==> config.mk <==
export PLATFORM = sky130hd
export DESIGN_NAME = crc_frame_checker_deframer_flat
export DESIGN_NICKNAME = d
export VERILOG_FILES = /design/src/rtl/core/cfd_pkg.sv /design/src/rtl/core/cfd_ifs.sv /design/src/rtl/core/crc_frame_checker_deframer.sv /design/src/rtl/core/cfd_crc16.sv /design/src/flat_wrapper.sv
export SDC_FILE = /design/constraint.sdc
export NUM_CORES = 1
export LEC_CHECK = 0
export BUFFER_PORTS_ARGS = -buffer_cell sky130_fd_sc_hd__buf_2
export CORE_MARGIN = 1.5
export CORE_UTILIZATION = 45
export CTS_CLUSTER_DIAMETER = 100
export DETAILED_ROUTE_END_ITERATION = 8
export PLACE_DENSITY = 0.65
export SKIP_LAST_GASP = 1
export SLEW_MARGIN = 20
export SYNTH_ARGS = -nofsm -noshare
export SYNTH_HDL_FRONTEND = slang
export SYNTH_SLANG_ARGS = --single-unit
==> constraint.sdc <==
create_clock -name clk -period 9.43 [get_ports clk]
set_clock_uncertainty 0.15 [all_clocks]
set_input_delay 0 -clock clk [delete_from_list [all_inputs] [get_ports clk]]
set_output_delay 0 -clock clk [all_outputs]
set_load 0.02 [all_outputs]
==> src/rtl/core/cfd_pkg.sv <==
// ----------------------------------------------------------------------------
// cfd_pkg: shared constants for the frame checker / deframer
// Frame layout sizes, CRC-16 polynomial, seed reset value and status codes.
// ----------------------------------------------------------------------------
package cfd_pkg;

    localparam int unsigned HDR_BYTES     = 18;
    localparam int unsigned TRAILER_BYTES = 2;
    localparam int unsigned MAX_PAYLOAD   = 256;

    localparam int unsigned POS_W      = 17;
    localparam int unsigned HDR_IDX_W  = $clog2(HDR_BYTES);

    localparam logic [15:0] CRC_POLY       = 16'h1021;
    localparam logic [15:0] CRC_SEED_RESET = 16'hFFFF;

    localparam logic [2:0] STATUS_OK           = 3'd0;
    localparam logic [2:0] STATUS_SHORT        = 3'd1;
    localparam logic [2:0] STATUS_TOO_LONG     = 3'd2;
    localparam logic [2:0] STATUS_LEN_MISMATCH = 3'd3;
    localparam logic [2:0] STATUS_CRC_MISMATCH = 3'd4;

    localparam logic KIND_PAYLOAD = 1'b0;
    localparam logic KIND_STATUS  = 1'b1;

endpackage

==> src/rtl/core/cfd_ifs.sv <==
// ----------------------------------------------------------------------------
// cfd channel interfaces
// Valid/ready channels for frame bytes, frame results and the seed register.
// ----------------------------------------------------------------------------
interface cfd_frame_if;
    logic       valid;
    logic       ready;
    logic [7:0] rx_byte;
    logic       end_of_frame;

    modport source (output valid, output rx_byte, output end_of_frame, input ready);
    modport sink   (input valid, input rx_byte, input end_of_frame, output ready);
endinterface

interface cfd_result_if;
    logic        valid;
    logic        ready;
    logic        kind;
    logic [7:0]  data_byte;
    logic [2:0]  status;
    logic [7:0]  start_byte;
    logic [7:0]  version;
    logic [7:0]  message_type;
    logic [7:0]  flags_byte;
    logic [15:0] node_id;
    logic [15:0] seq_number;
    logic [63:0] timestamp;
    logic [15:0] payload_length;
    logic [15:0] crc_value;

    modport source (
        output valid, output kind, output data_byte, output status,
        output start_byte, output version, output message_type, output flags_byte,
        output node_id, output seq_number, output timestamp, output payload_length,
        output crc_value, input ready
    );
    modport sink (
        input valid, input kind, input data_byte, input status,
        input start_byte, input version, input message_type, input flags_byte,
        input node_id, input seq_number, input timestamp, input payload_length,
        input crc_value, output ready
    );
endinterface

interface cfd_cfg_if;
    logic        valid;
    logic        ready;
    logic [15:0] crc_seed;

    modport source (output valid, output crc_seed, input ready);
    modport sink   (input valid, input crc_seed, output ready);
endinterface

==> src/rtl/core/crc_frame_checker_deframer.sv <==
// ----------------------------------------------------------------------------
// crc_frame_checker_deframer: length-prefixed frame checker with CRC-16
// Passes payload bytes on and reports one status result per frame.
// ----------------------------------------------------------------------------
//
//  channel | dir | handshake   | payload
//  --------+-----+-------------+---------------------------------------------
//  frame   | in  | valid/ready | rx_byte, end_of_frame
//  result  | out | valid/ready | kind, data_byte, status, header fields, crc
//  cfg     | in  | valid/ready | crc_seed (always ready)
//
//  One byte transfer per cycle sustained unless the result channel stalls.
//  Each byte passes an input register; a byte that makes a result then loads the result register.
//  The per-byte path is one CRC byte update plus the status compares.
//  A stalled result holds in the result register; the input register keeps
//  accepting while the byte in it causes no result or the result slot frees.
//  rst_n clears position, header capture, CRC trailer window and seed to
//  their reset values; no clearing pass is needed.
// ----------------------------------------------------------------------------
module crc_frame_checker_deframer
(
    input  logic        clk,
    input  logic        rst_n,
    cfd_frame_if.sink   frame,
    cfd_result_if.source result,
    cfd_cfg_if.sink     cfg
);
    import cfd_pkg::*;

    typedef struct packed {
        logic        kind;
        logic [7:0]  data_byte;
        logic [2:0]  status;
        logic [7:0]  start_byte;
        logic [7:0]  version;
        logic [7:0]  message_type;
        logic [7:0]  flags_byte;
        logic [15:0] node_id;
        logic [15:0] seq_number;
        logic [63:0] timestamp;
        logic [15:0] payload_length;
        logic [15:0] crc_value;
    } res_t;

    localparam logic [POS_W-1:0] POS_MAX = {POS_W{1'b1}};

    // Seed register
    logic [15:0] seed_reg;

    // Input register
    logic       s1_valid_reg;
    logic [7:0] s1_byte_reg;
    logic       s1_eof_reg;

    // Frame state
    logic [POS_W-1:0] pos_reg;
    logic [15:0]      crc_accum_reg;
    logic [15:0]      crc_rx_reg;
    logic [7:0]       hdr_reg [HDR_BYTES];

    // Result register
    logic out_valid_reg;
    res_t out_reg;

    // Per-byte logic
    logic [7:0]   hdr_next [HDR_BYTES];
    logic [15:0]  crc_rx_next;
    logic [15:0]  crc_base;
    logic [15:0]  crc_calc;
    logic [15:0]  crc_next;
    logic         crc_step;
    logic [15:0]  len_cur;
    logic [15:0]  len_next;
    logic [POS_W:0] total;
    logic         in_payload;
    logic         has_result;
    logic         out_free;
    logic         s1_fire;
    logic [2:0]   status_calc;
    res_t         res_calc;

    assign cfg.ready = 1'b1;

    always_ff @(posedge clk or negedge rst_n)
    begin
        if (!rst_n)
        begin
            seed_reg <= CRC_SEED_RESET;
        end
        else if (cfg.valid)
        begin
            seed_reg <= cfg.crc_seed;
        end
    end

    // Capture the current header byte so the status sees this byte too.
    always_comb
    begin
        hdr_next = hdr_reg;
        if (pos_reg < POS_W'(HDR_BYTES))
        begin
            hdr_next[pos_reg[HDR_IDX_W-1:0]] = s1_byte_reg;
        end
    end

    // Trailer window: the last two bytes, older one in the low half.
    assign crc_rx_next = {s1_byte_reg, crc_rx_reg[15:8]};

    // The CRC runs two bytes behind so the trailer never enters it; the
    // seed is taken when the first byte goes in, at the third frame byte.
    assign crc_step = (pos_reg >= POS_W'(2));
    assign crc_base = (pos_reg == POS_W'(2)) ? seed_reg : crc_accum_reg;

    cfd_crc16 u_crc
    (
        .crc_in  (crc_base),
        .data    (crc_rx_reg[7:0]),
        .crc_out (crc_calc)
    );

    assign crc_next = crc_step ? crc_calc : crc_accum_reg;

    assign len_cur  = {hdr_reg[HDR_BYTES-1], hdr_reg[HDR_BYTES-2]};
    assign len_next = {hdr_next[HDR_BYTES-1], hdr_next[HDR_BYTES-2]};
    assign total    = {1'b0, pos_reg} + (POS_W+1)'(1);

    assign in_payload = (pos_reg >= POS_W'(HDR_BYTES)) &&
                        ({1'b0, pos_reg} < ((POS_W+1)'(HDR_BYTES) + (POS_W+1)'(len_cur)));

    // Checks in priority order: short, too long, length, CRC.
    always_comb
    begin
        if (total < (POS_W+1)'(HDR_BYTES + TRAILER_BYTES))
        begin
            status_calc = STATUS_SHORT;
        end
        else if ({1'b0, len_next} > 17'(MAX_PAYLOAD))
        begin
            status_calc = STATUS_TOO_LONG;
        end
        else if (total != ((POS_W+1)'(HDR_BYTES + TRAILER_BYTES) + (POS_W+1)'(len_next)))
        begin
            status_calc = STATUS_LEN_MISMATCH;
        end
        else if (crc_next != crc_rx_next)
        begin
            status_calc = STATUS_CRC_MISMATCH;
        end
        else
        begin
            status_calc = STATUS_OK;
        end
    end

    always_comb
    begin
        res_calc = '0;
        if (s1_eof_reg)
        begin
            res_calc.kind           = KIND_STATUS;
            res_calc.status         = status_calc;
            res_calc.start_byte     = hdr_next[0];
            res_calc.version        = hdr_next[1];
            res_calc.message_type   = hdr_next[2];
            res_calc.flags_byte     = hdr_next[3];
            res_calc.node_id        = {hdr_next[5], hdr_next[4]};
            res_calc.seq_number     = {hdr_next[7], hdr_next[6]};
            res_calc.timestamp      = {hdr_next[15], hdr_next[14], hdr_next[13],
                                       hdr_next[12], hdr_next[11], hdr_next[10],
                                       hdr_next[9], hdr_next[8]};
            res_calc.payload_length = len_next;
            res_calc.crc_value      = crc_rx_next;
        end
        else
        begin
            res_calc.kind      = KIND_PAYLOAD;
            res_calc.data_byte = s1_byte_reg;
        end
    end

    // Advance the input register unless its result would overwrite a stalled one.
    assign has_result   = s1_eof_reg || in_payload;
    assign out_free     = !out_valid_reg || result.ready;
    assign s1_fire      = s1_valid_reg && (!has_result || out_free);
    assign frame.ready  = !s1_valid_reg || s1_fire;

    always_ff @(posedge clk or negedge rst_n)
    begin
        if (!rst_n)
        begin
            s1_valid_reg <= 1'b0;
        end
        else if (frame.ready)
        begin
            s1_valid_reg <= frame.valid;
        end
    end

    always_ff @(posedge clk)
    begin
        if (frame.ready && frame.valid)
        begin
            s1_byte_reg <= frame.rx_byte;
            s1_eof_reg  <= frame.end_of_frame;
        end
    end

    // Frame state: update per byte, drop back to start values at frame end (CRC accumulator takes the seed).
    always_ff @(posedge clk or negedge rst_n)
    begin
        if (!rst_n)
        begin
            pos_reg       <= '0;
            crc_accum_reg <= CRC_SEED_RESET;
            crc_rx_reg    <= '0;
            for (int i = 0; i < HDR_BYTES; i++)
            begin
                hdr_reg[i] <= '0;
            end
        end
        else if (s1_fire)
        begin
            if (s1_eof_reg)
            begin
                pos_reg       <= '0;
                crc_accum_reg <= seed_reg;
                crc_rx_reg    <= '0;
                for (int i = 0; i < HDR_BYTES; i++)
                begin
                    hdr_reg[i] <= '0;
                end
            end
            else
            begin
                if (pos_reg != POS_MAX)
                begin
                    pos_reg <= pos_reg + POS_W'(1);
                end
                crc_accum_reg <= crc_next;
                crc_rx_reg    <= crc_rx_next;
                hdr_reg       <= hdr_next;
            end
        end
    end

    // Result register: hold while stalled, load when a result is produced.
    always_ff @(posedge clk or negedge rst_n)
    begin
        if (!rst_n)
        begin
            out_valid_reg <= 1'b0;
        end
        else if (s1_fire && has_result)
        begin
            out_valid_reg <= 1'b1;
        end
        else if (result.ready)
        begin
            out_valid_reg <= 1'b0;
        end
    end

    always_ff @(posedge clk)
    begin
        if (s1_fire && has_result)
        begin
            out_reg <= res_calc;
        end
    end

    assign result.valid          = out_valid_reg;
    assign result.kind           = out_reg.kind;
    assign result.data_byte      = out_reg.data_byte;
    assign result.status         = out_reg.status;
    assign result.start_byte     = out_reg.start_byte;
    assign result.version        = out_reg.version;
    assign result.message_type   = out_reg.message_type;
    assign result.flags_byte     = out_reg.flags_byte;
    assign result.node_id        = out_reg.node_id;
    assign result.seq_number     = out_reg.seq_number;
    assign result.timestamp      = out_reg.timestamp;
    assign result.payload_length = out_reg.payload_length;
    assign result.crc_value      = out_reg.crc_value;

endmodule

==> src/rtl/core/cfd_crc16.sv <==
// ----------------------------------------------------------------------------
// cfd_crc16: one-byte CRC-16 update
// MSB-first, non-reflected CRC over one byte, eight bit steps.
// ----------------------------------------------------------------------------
module cfd_crc16
(
    input  logic [15:0] crc_in,
    input  logic [7:0]  data,
    output logic [15:0] crc_out
);
    import cfd_pkg::*;

    always_comb
    begin
        logic [15:0] c;
        c = crc_in ^ {data, 8'h00};
        for (int i = 0; i < 8; i++)
        begin
            if (c[15])
            begin
                c = {c[14:0], 1'b0} ^ CRC_POLY;
            end
            else
            begin
                c = {c[14:0], 1'b0};
            end
        end
        crc_out = c;
    end

endmodule
==> src/flat_wrapper.sv <==
// flat-port wrapper written by rule: the top's interface ports become plain ports
module crc_frame_checker_deframer_flat import cfd_pkg::*;
  (clk, rst_n, frame_valid, frame_rx_byte, frame_end_of_frame, frame_ready, result_valid, result_kind, result_data_byte, result_status, result_start_byte, result_version, result_message_type, result_flags_byte, result_node_id, result_seq_number, result_timestamp, result_payload_length, result_crc_value, result_ready, cfg_valid, cfg_crc_seed, cfg_ready);
  cfd_frame_if frame_i ();
  cfd_result_if result_i ();
  cfd_cfg_if cfg_i ();
  input  logic clk;
  input  logic rst_n;
  input wire logic [$bits(frame_i.valid)-1:0] frame_valid;
  input wire logic [$bits(frame_i.rx_byte)-1:0] frame_rx_byte;
  input wire logic [$bits(frame_i.end_of_frame)-1:0] frame_end_of_frame;
  output wire logic [$bits(frame_i.ready)-1:0] frame_ready;
  output wire logic [$bits(result_i.valid)-1:0] result_valid;
  output wire logic [$bits(result_i.kind)-1:0] result_kind;
  output wire logic [$bits(result_i.data_byte)-1:0] result_data_byte;
  output wire logic [$bits(result_i.status)-1:0] result_status;
  output wire logic [$bits(result_i.start_byte)-1:0] result_start_byte;
  output wire logic [$bits(result_i.version)-1:0] result_version;
  output wire logic [$bits(result_i.message_type)-1:0] result_message_type;
  output wire logic [$bits(result_i.flags_byte)-1:0] result_flags_byte;
  output wire logic [$bits(result_i.node_id)-1:0] result_node_id;
  output wire logic [$bits(result_i.seq_number)-1:0] result_seq_number;
  output wire logic [$bits(result_i.timestamp)-1:0] result_timestamp;
  output wire logic [$bits(result_i.payload_length)-1:0] result_payload_length;
  output wire logic [$bits(result_i.crc_value)-1:0] result_crc_value;
  input wire logic [$bits(result_i.ready)-1:0] result_ready;
  input wire logic [$bits(cfg_i.valid)-1:0] cfg_valid;
  input wire logic [$bits(cfg_i.crc_seed)-1:0] cfg_crc_seed;
  output wire logic [$bits(cfg_i.ready)-1:0] cfg_ready;
  assign frame_i.valid = frame_valid;
  assign frame_i.rx_byte = frame_rx_byte;
  assign frame_i.end_of_frame = frame_end_of_frame;
  assign frame_ready = frame_i.ready;
  assign result_valid = result_i.valid;
  assign result_kind = result_i.kind;
  assign result_data_byte = result_i.data_byte;
  assign result_status = result_i.status;
  assign result_start_byte = result_i.start_byte;
  assign result_version = result_i.version;
  assign result_message_type = result_i.message_type;
  assign result_flags_byte = result_i.flags_byte;
  assign result_node_id = result_i.node_id;
  assign result_seq_number = result_i.seq_number;
  assign result_timestamp = result_i.timestamp;
  assign result_payload_length = result_i.payload_length;
  assign result_crc_value = result_i.crc_value;
  assign result_i.ready = result_ready;
  assign cfg_i.valid = cfg_valid;
  assign cfg_i.crc_seed = cfg_crc_seed;
  assign cfg_ready = cfg_i.ready;
  crc_frame_checker_deframer u_core (.clk(clk), .rst_n(rst_n), .frame(frame_i), .result(result_i), .cfg(cfg_i));
endmodule
# Word-level counts from Yosys, hierarchy flattened
# Index checks and enable logic that the tools add are counted.
[word_totals]
regBits = 392
in_bits = 30
output_inout_bits = 175
wordCells = 110
[classes]
add_sub_neg = 4
magnitude_cmp = 8
eq_ne = 4
n_mux = 26
n_bitwise = 11
reduce_logical = 17
[ops]
columns = ["op", "count"]
rows = [
  ["2-to-1 mux 144 bit", 2],
  ["bitwise mux 144 bit", 1],
  ["2-to-1 mux 13 bit", 8],
  ["2-to-1 mux 16 bit", 4],
  ["demux 8 bit (select 5 bit)", 1],
  ["adder 5 x 16 -> 17 bit (first input constant)", 2],
  ["2-to-1 mux 17 bit", 2],
  ["inverter 3 bit", 8],
  ["adder 17 x 1 -> 18 bit (second input constant)", 1],
  ["< comparator 17 x 18 -> 1 bit", 1],
  ["< comparator 18 x 5 -> 1 bit (second input constant)", 1],
  ["inequality test 18 bit", 1],
  ["adder 17 x 1 -> 17 bit (second input constant)", 1],
  ["equality test 17 x 2 -> 1 bit (second input constant)", 1],
  ["greater-or-equal comparator 17 x 2 -> 1 bit (second input constant)", 1],
  ["greater-or-equal comparator 17 x 5 -> 1 bit (second input constant)", 1],
  ["< comparator 17 x 5 -> 1 bit (second input constant)", 1],
  ["inequality test 17 bit (second input constant)", 1],
  ["> comparator 16 x 9 -> 1 bit (second input constant)", 1],
  ["inequality test 16 bit", 1],
  ["XOR 16 bit", 1],
  ["2-to-1 mux 8 bit", 1],
  ["greater-or-equal comparator 6 bit (second input constant)", 1],
  ["< comparator 6 x 1 -> 1 bit (second input constant)", 1],
  ["other kinds (12)", 26],
]

# Logic depth before layout (Yosys ltp)
[logic_depth]
ltp_word = 25
ltp_mapped = 18
ltp_nobuf = 15

# Modules after synthesis
# From an unflattened synthesis, not the netlist that was laid out.
[hier_totals]
hier_cells = 1837
hier_area_um2 = 19108.3
[by_module_without_submodules]
columns = ["mod", "instances", "cells_each", "area_each_um2", "seq_area_each_um2"]
rows = [
  ["crc_frame_checker_deframer", 1, 1812, 18712.9, 10755.3],
  ["cfd_crc16", 1, 25, 395.4, 0.0],
]

# Worst setup path after synthesis
# No wires, ideal clock.
[synth_timing]
path_kind = "register -> register"
from = "reg u_core.hdr_reg[9] in the netlist's numbering"
to = "reg u_core.out_reg (netlist bit u_core.result.crc_value[0]) (enable)"
setup_time_ps = 552
t_arrival_ps = 6744
t_required_ps = 8728
path_slack_ps = 1983
stages_incl_launch_ff = 17
path_buffers = 2
period_less_slack_ps = 7447
cell_sequence = "dfrtp_1 -> ha_1 -> a21oi_1 -> nor2_1 -> nand2_1 -> nor2_1 -> nand3_1 -> xor2_1 -> ha_1 -> a21o_1 -> a221o_1 -> nor2_1 -> a21oi_1 -> o211a_1 -> clkbuf_1 -> clkbuf_1 -> and2_1"
[synth_via]
elab_chain_cells = 8
[synth_rtl]
columns = ["element", "line_no", "rtl"]
rows = [
  ["from (decl)", "crc_frame_checker_deframer.sv:59", "logic [7:0] hdr_reg [HDR_BYTES];"],
  ["from (signal assigned)", "crc_frame_checker_deframer.sv:241", "hdr_reg <= hdr_next;"],
  ["adder 5 x 16 -> 17 bit *", "crc_frame_checker_deframer.sv:128", "({1'b0, pos_reg} < ((POS_W+1)'(HDR_BYTES) + (POS_W+1)'(len_cur)));"],
  ["< comparator 17 x 18 -> 1 bit *", "crc_frame_checker_deframer.sv:128", ""],
  ["logical AND 1 bit *", "crc_frame_checker_deframer.sv:127", "assign in_payload = (pos_reg >= POS_W'(HDR_BYTES)) &&"],
  ["logical OR 1 bit *", "crc_frame_checker_deframer.sv:182", "assign has_result = s1_eof_reg || in_payload;"],
  ["zero test 1 bit", "crc_frame_checker_deframer.sv:184", "assign s1_fire = s1_valid_reg && (!has_result || out_free);"],
  ["logical OR 1 bit", "crc_frame_checker_deframer.sv:184", ""],
  ["logical AND 1 bit", "crc_frame_checker_deframer.sv:184", ""],
  ["logical AND 1 bit *", "crc_frame_checker_deframer.sv:265", "if (s1_fire && has_result)"],
  ["to (signal assigned)", "crc_frame_checker_deframer.sv:267", "out_reg <= res_calc;"],
  ["to (decl)", "crc_frame_checker_deframer.sv:63", "res_t out_reg;"],
]
# Mark *: on every way between the ends. The rest lies on a longest branch, timed or not.
# A chain may end at the register's enable or synchronous reset.

==> run_results.csv <==
group,metric,value,unit
run_status,status,"complete, no violations",
global_routing,grt_pass1_wl,87.5,mm
worst_setup_path,cp.arrival,5.41,ns
clocking,clock_path_buffers,3,
sta,fmax,0.195,GHz
placement,placedInstanceArea,20300,sq um
sta,slew_headroom,0.214,
final_layout,layout_commonest_cell,"nand2_1",
routing,drtIter0Drc,1413,
routing,ant_nets,0,
final_layout,diodes,0,
sta,setup-tns-final,0,ns
clocking,cts_resized,0,
worst_hold_path,min_from,"result_ready",
clocking,cts_tree,"yes",
synthesis,synth-edff-count,181,
die,initial_core_util,0.459,
placement,place.gp.congestion,0.954,
clocking,cts_buffers,43,
worst_setup_path,worstReg2RegStart,"u_core.pos_reg[2]",
routing,drt_pass1_iterations,5,
sta,period_needed,5.14,ns
die,core-area,41100,sq um
die,num_rows,74,
synthesis,ys.flop_type,"edfxtp_1",
pwr,vdd_drop_max,0.100,mV
worst_setup_path,worstPathRequired,9.70,ns
synthesis,syn-num-nets,1798,
pwr,p_leak,9.05,nW
pwr,p_total,4.54,mW
pwr,cellPowerDensity,204,nW/um^2
routing,drc,0,
final_layout,syn2layout_area_growth,18.1,%
routing,vias_per_cell,6.00,
synthesis,synth_area_leader_cell,"edfxtp_1",
synthesis,yosysSeqAreaShare,0.570,
clocking,clk_pin_slew,0.06,ns
placement,place_hpwl,36.1,mm
routing,wl_per_cell,22.8,um
die,dieArea,43100,sq um
die,chipHeight,208,um
die,die_w,208,um
worst_hold_path,hold_depth,4,
die,io-pin-count,205,
global_routing,grt_pass1_vias,14400,
routing,num_vias,15100,
synthesis,netlist_area,18900,sq um
sta,hold_viol_final,0,
sta,rsz0062_at_grt,"false",
final_layout,final_cell_mix,"nand2_1 (336), buf_2 (202), edfxtp_1 (181)",
final_layout,finalInstanceArea,22300,sq um
clocking,insertion_delay,0.59,ns
global_routing,grt_max_degree,83,
global_routing,grt.total_usage,0.263,
worst_hold_path,hold_end,"u_core.result.valid",
synthesis,synth.distinct_cells,74,
clocking,clock-root-buffer,"clkbuf_16",
job,cap_violations,0,
synthesis,synth.top_cell.area_share,0.288,
sta,post-route-period-util,0.545,
final_layout,fin_nets,2002,
final_layout,final_layout_size_suffix_gt1_frac,0.189,
routing,drt-total-wl,57.3,mm
worst_setup_path,timing_worst_setup_path_type,"flip-flop to flip-flop",
worst_setup_path,reg2regPathDepth,14,
worst_hold_path,hp-class,"primary input to flip-flop",
worst_setup_path,worst-path-max-fanout,20,
sta,maxSlewViolCount,0,
synthesis,post_synth.cell_area_avg,10.8,sq um
synthesis,synthArstFlopShare,0.538,
worst_setup_path,timing.rr.end,"u_core.result.status[2]",
sta,finalSetupViolCount,0,
final_layout,largest_reg_flops,144,
synthesis,synth_area_leaders,"edfxtp_1 (29%), dfrtp_1 (24%), nand2_1 (6.7%)",
synthesis,synthCells,1745,
clocking,cts_sinks,392,
synthesis,synth_seq_cells,392,
global_routing,antenna_found_initial,2,
global_routing,grt_overflow,0,
worst_setup_path,setup.worst_path.start_class,"flip-flop",
sta,tightest_slew,1.18,ns
placement,io_buffers,203,
worst_setup_path,cp-end-kind,"flip-flop",
synthesis,ys.warnings.count,0,
final_layout,post-route-util,0.542,
clocking,htree_levels,2,
worst_setup_path,r2r_slack,4.29,ns
==> through the flow <==
step | cells | setup slack [ns] | hold slack (ns)
6_report | 2516 | 4.29 | 0.214
5_1_grt | 2516 | 4.05 | 0.249
4_1_cts | 2516 | 4.46 | 0.188
3_5_place_dp | 2380 | 4.53 | -0.0221
3_3_place_gp | 2380 | 4.65 | -0.0213
2_1_floorplan | 1745 | 1.98 | -0.446
==> worst max-delay path by stage <==
stage,from,endpoint,slack [ns],cells after the start
finish,u_core.pos_reg[2],u_core.result.status[2],4.29,14
global route,u_core.pos_reg[2],u_core.result.status[2],4.05,14
CTS,u_core.pos_reg[2],u_core.result.status[2],4.46,14
detailed placement,u_core.pos_reg[2],u_core.result.status[1],4.53,14
global placement,u_core.pos_reg[2],u_core.result.status[2],4.65,14
floorplan,u_core.hdr_reg[9],u_core.result.crc_value[0],1.98,16
==> cell usage after synthesis (5+ instances only) <==
| library cell | n |
|---|---|
| nor3_1 | 24 |
| and2_1 | 30 |
| nand3_1 | 19 |
| nor3b_1 | 19 |
| a22oi_1 | 9 |
| mux2i_1 | 24 |
| nor2_1 | 71 |
| buf_2 | 5 |
| nor4_1 | 13 |
| nor2b_1 | 13 |
| xor2_1 | 35 |
| dfrtp_1 | 179 |
| a21o_1 | 21 |
| a211oi_1 | 7 |
| nand3b_1 | 9 |
| and3_1 | 11 |
| o2bb2ai_1 | 18 |
| inv_1 | 18 |
| o21ai_0 | 32 |
| o31ai_1 | 22 |
| o21ai_1 | 18 |
| nand2b_1 | 6 |
| mux2_2 | 17 |
| or3_1 | 6 |
| edfxtp_1 | 181 |
| nand2_1 | 336 |
| xnor2_1 | 49 |
| nand4_1 | 17 |
| a21oi_1 | 155 |
| ha_1 | 23 |
| clkbuf_1 | 104 |
| a22o_1 | 139 |
| buf_1 | 13 |
| dfstp_2 | 32 |
==> worst max-delay path, stage by stage (launching register included) <==
cell      delay [ns]
dfrtp_1         0.64
nor4b_1         0.56
and4_1          0.54
nand2_1         0.41
mux2i_1         0.54
inv_1           0.10
ha_1            0.31
xnor2_1         0.15
nor3_1          0.18
a21o_1          0.12
nand4_1         0.09
nor4_1          0.28
o211ai_1        0.17
nor4_1          0.49
o311a_1         0.28
==> report_power, final <==
group	total [mW]	switching (mW)	internal, mW
Clock	1.67	0.700	0.970
Combinational	0.847	0.528	0.319
Sequential	2.02	0.0915	1.93
Total	4.54	1.32	3.22
==> timing repair <==
action,CTS,global route
setup buffers,0,0
endpoints found under the hold margin,118,0
setup endpoints to repair,0,0
hold buffers,56,0
==> logic make-up after synthesis <==
kind of cell             Yosys count  share of synthesized area
other                              1                   0.000199
XOR/XNOR                          87                     0.0422
AO/OA/AOI/OAI                    454                      0.166
multiplexers                      41                     0.0229
flip-flops                       392                      0.570
adder cells (fa/ha/maj)           23                     0.0153
buffers and inverters            147                     0.0314
AND/OR/NAND/NOR                  600                      0.152
==> final cells by class <==
type	instances	area [sq um]
flip-flops and latches	392	10800
multi-input cells	1206	7550
clock buffers	57	1180
inverters	20	77.6
well taps	532	666
clock inverters	23	231
fillers	3655	18800
repair buffers	286	1810
==> per-layer routing <==
metal | up-vias | share of wire | GRT usage
met5 | - | 0 | 0
met2 | 736 | 0.45 | 0.403
met3 | 143 | 0.078 | 0.0507
li1 | 6728 | - | -
met1 | 7484 | 0.43 | 0.367
met4 | 0 | 0.038 | 0.108
Note: power is estimated with default switching activity, not from simulation.
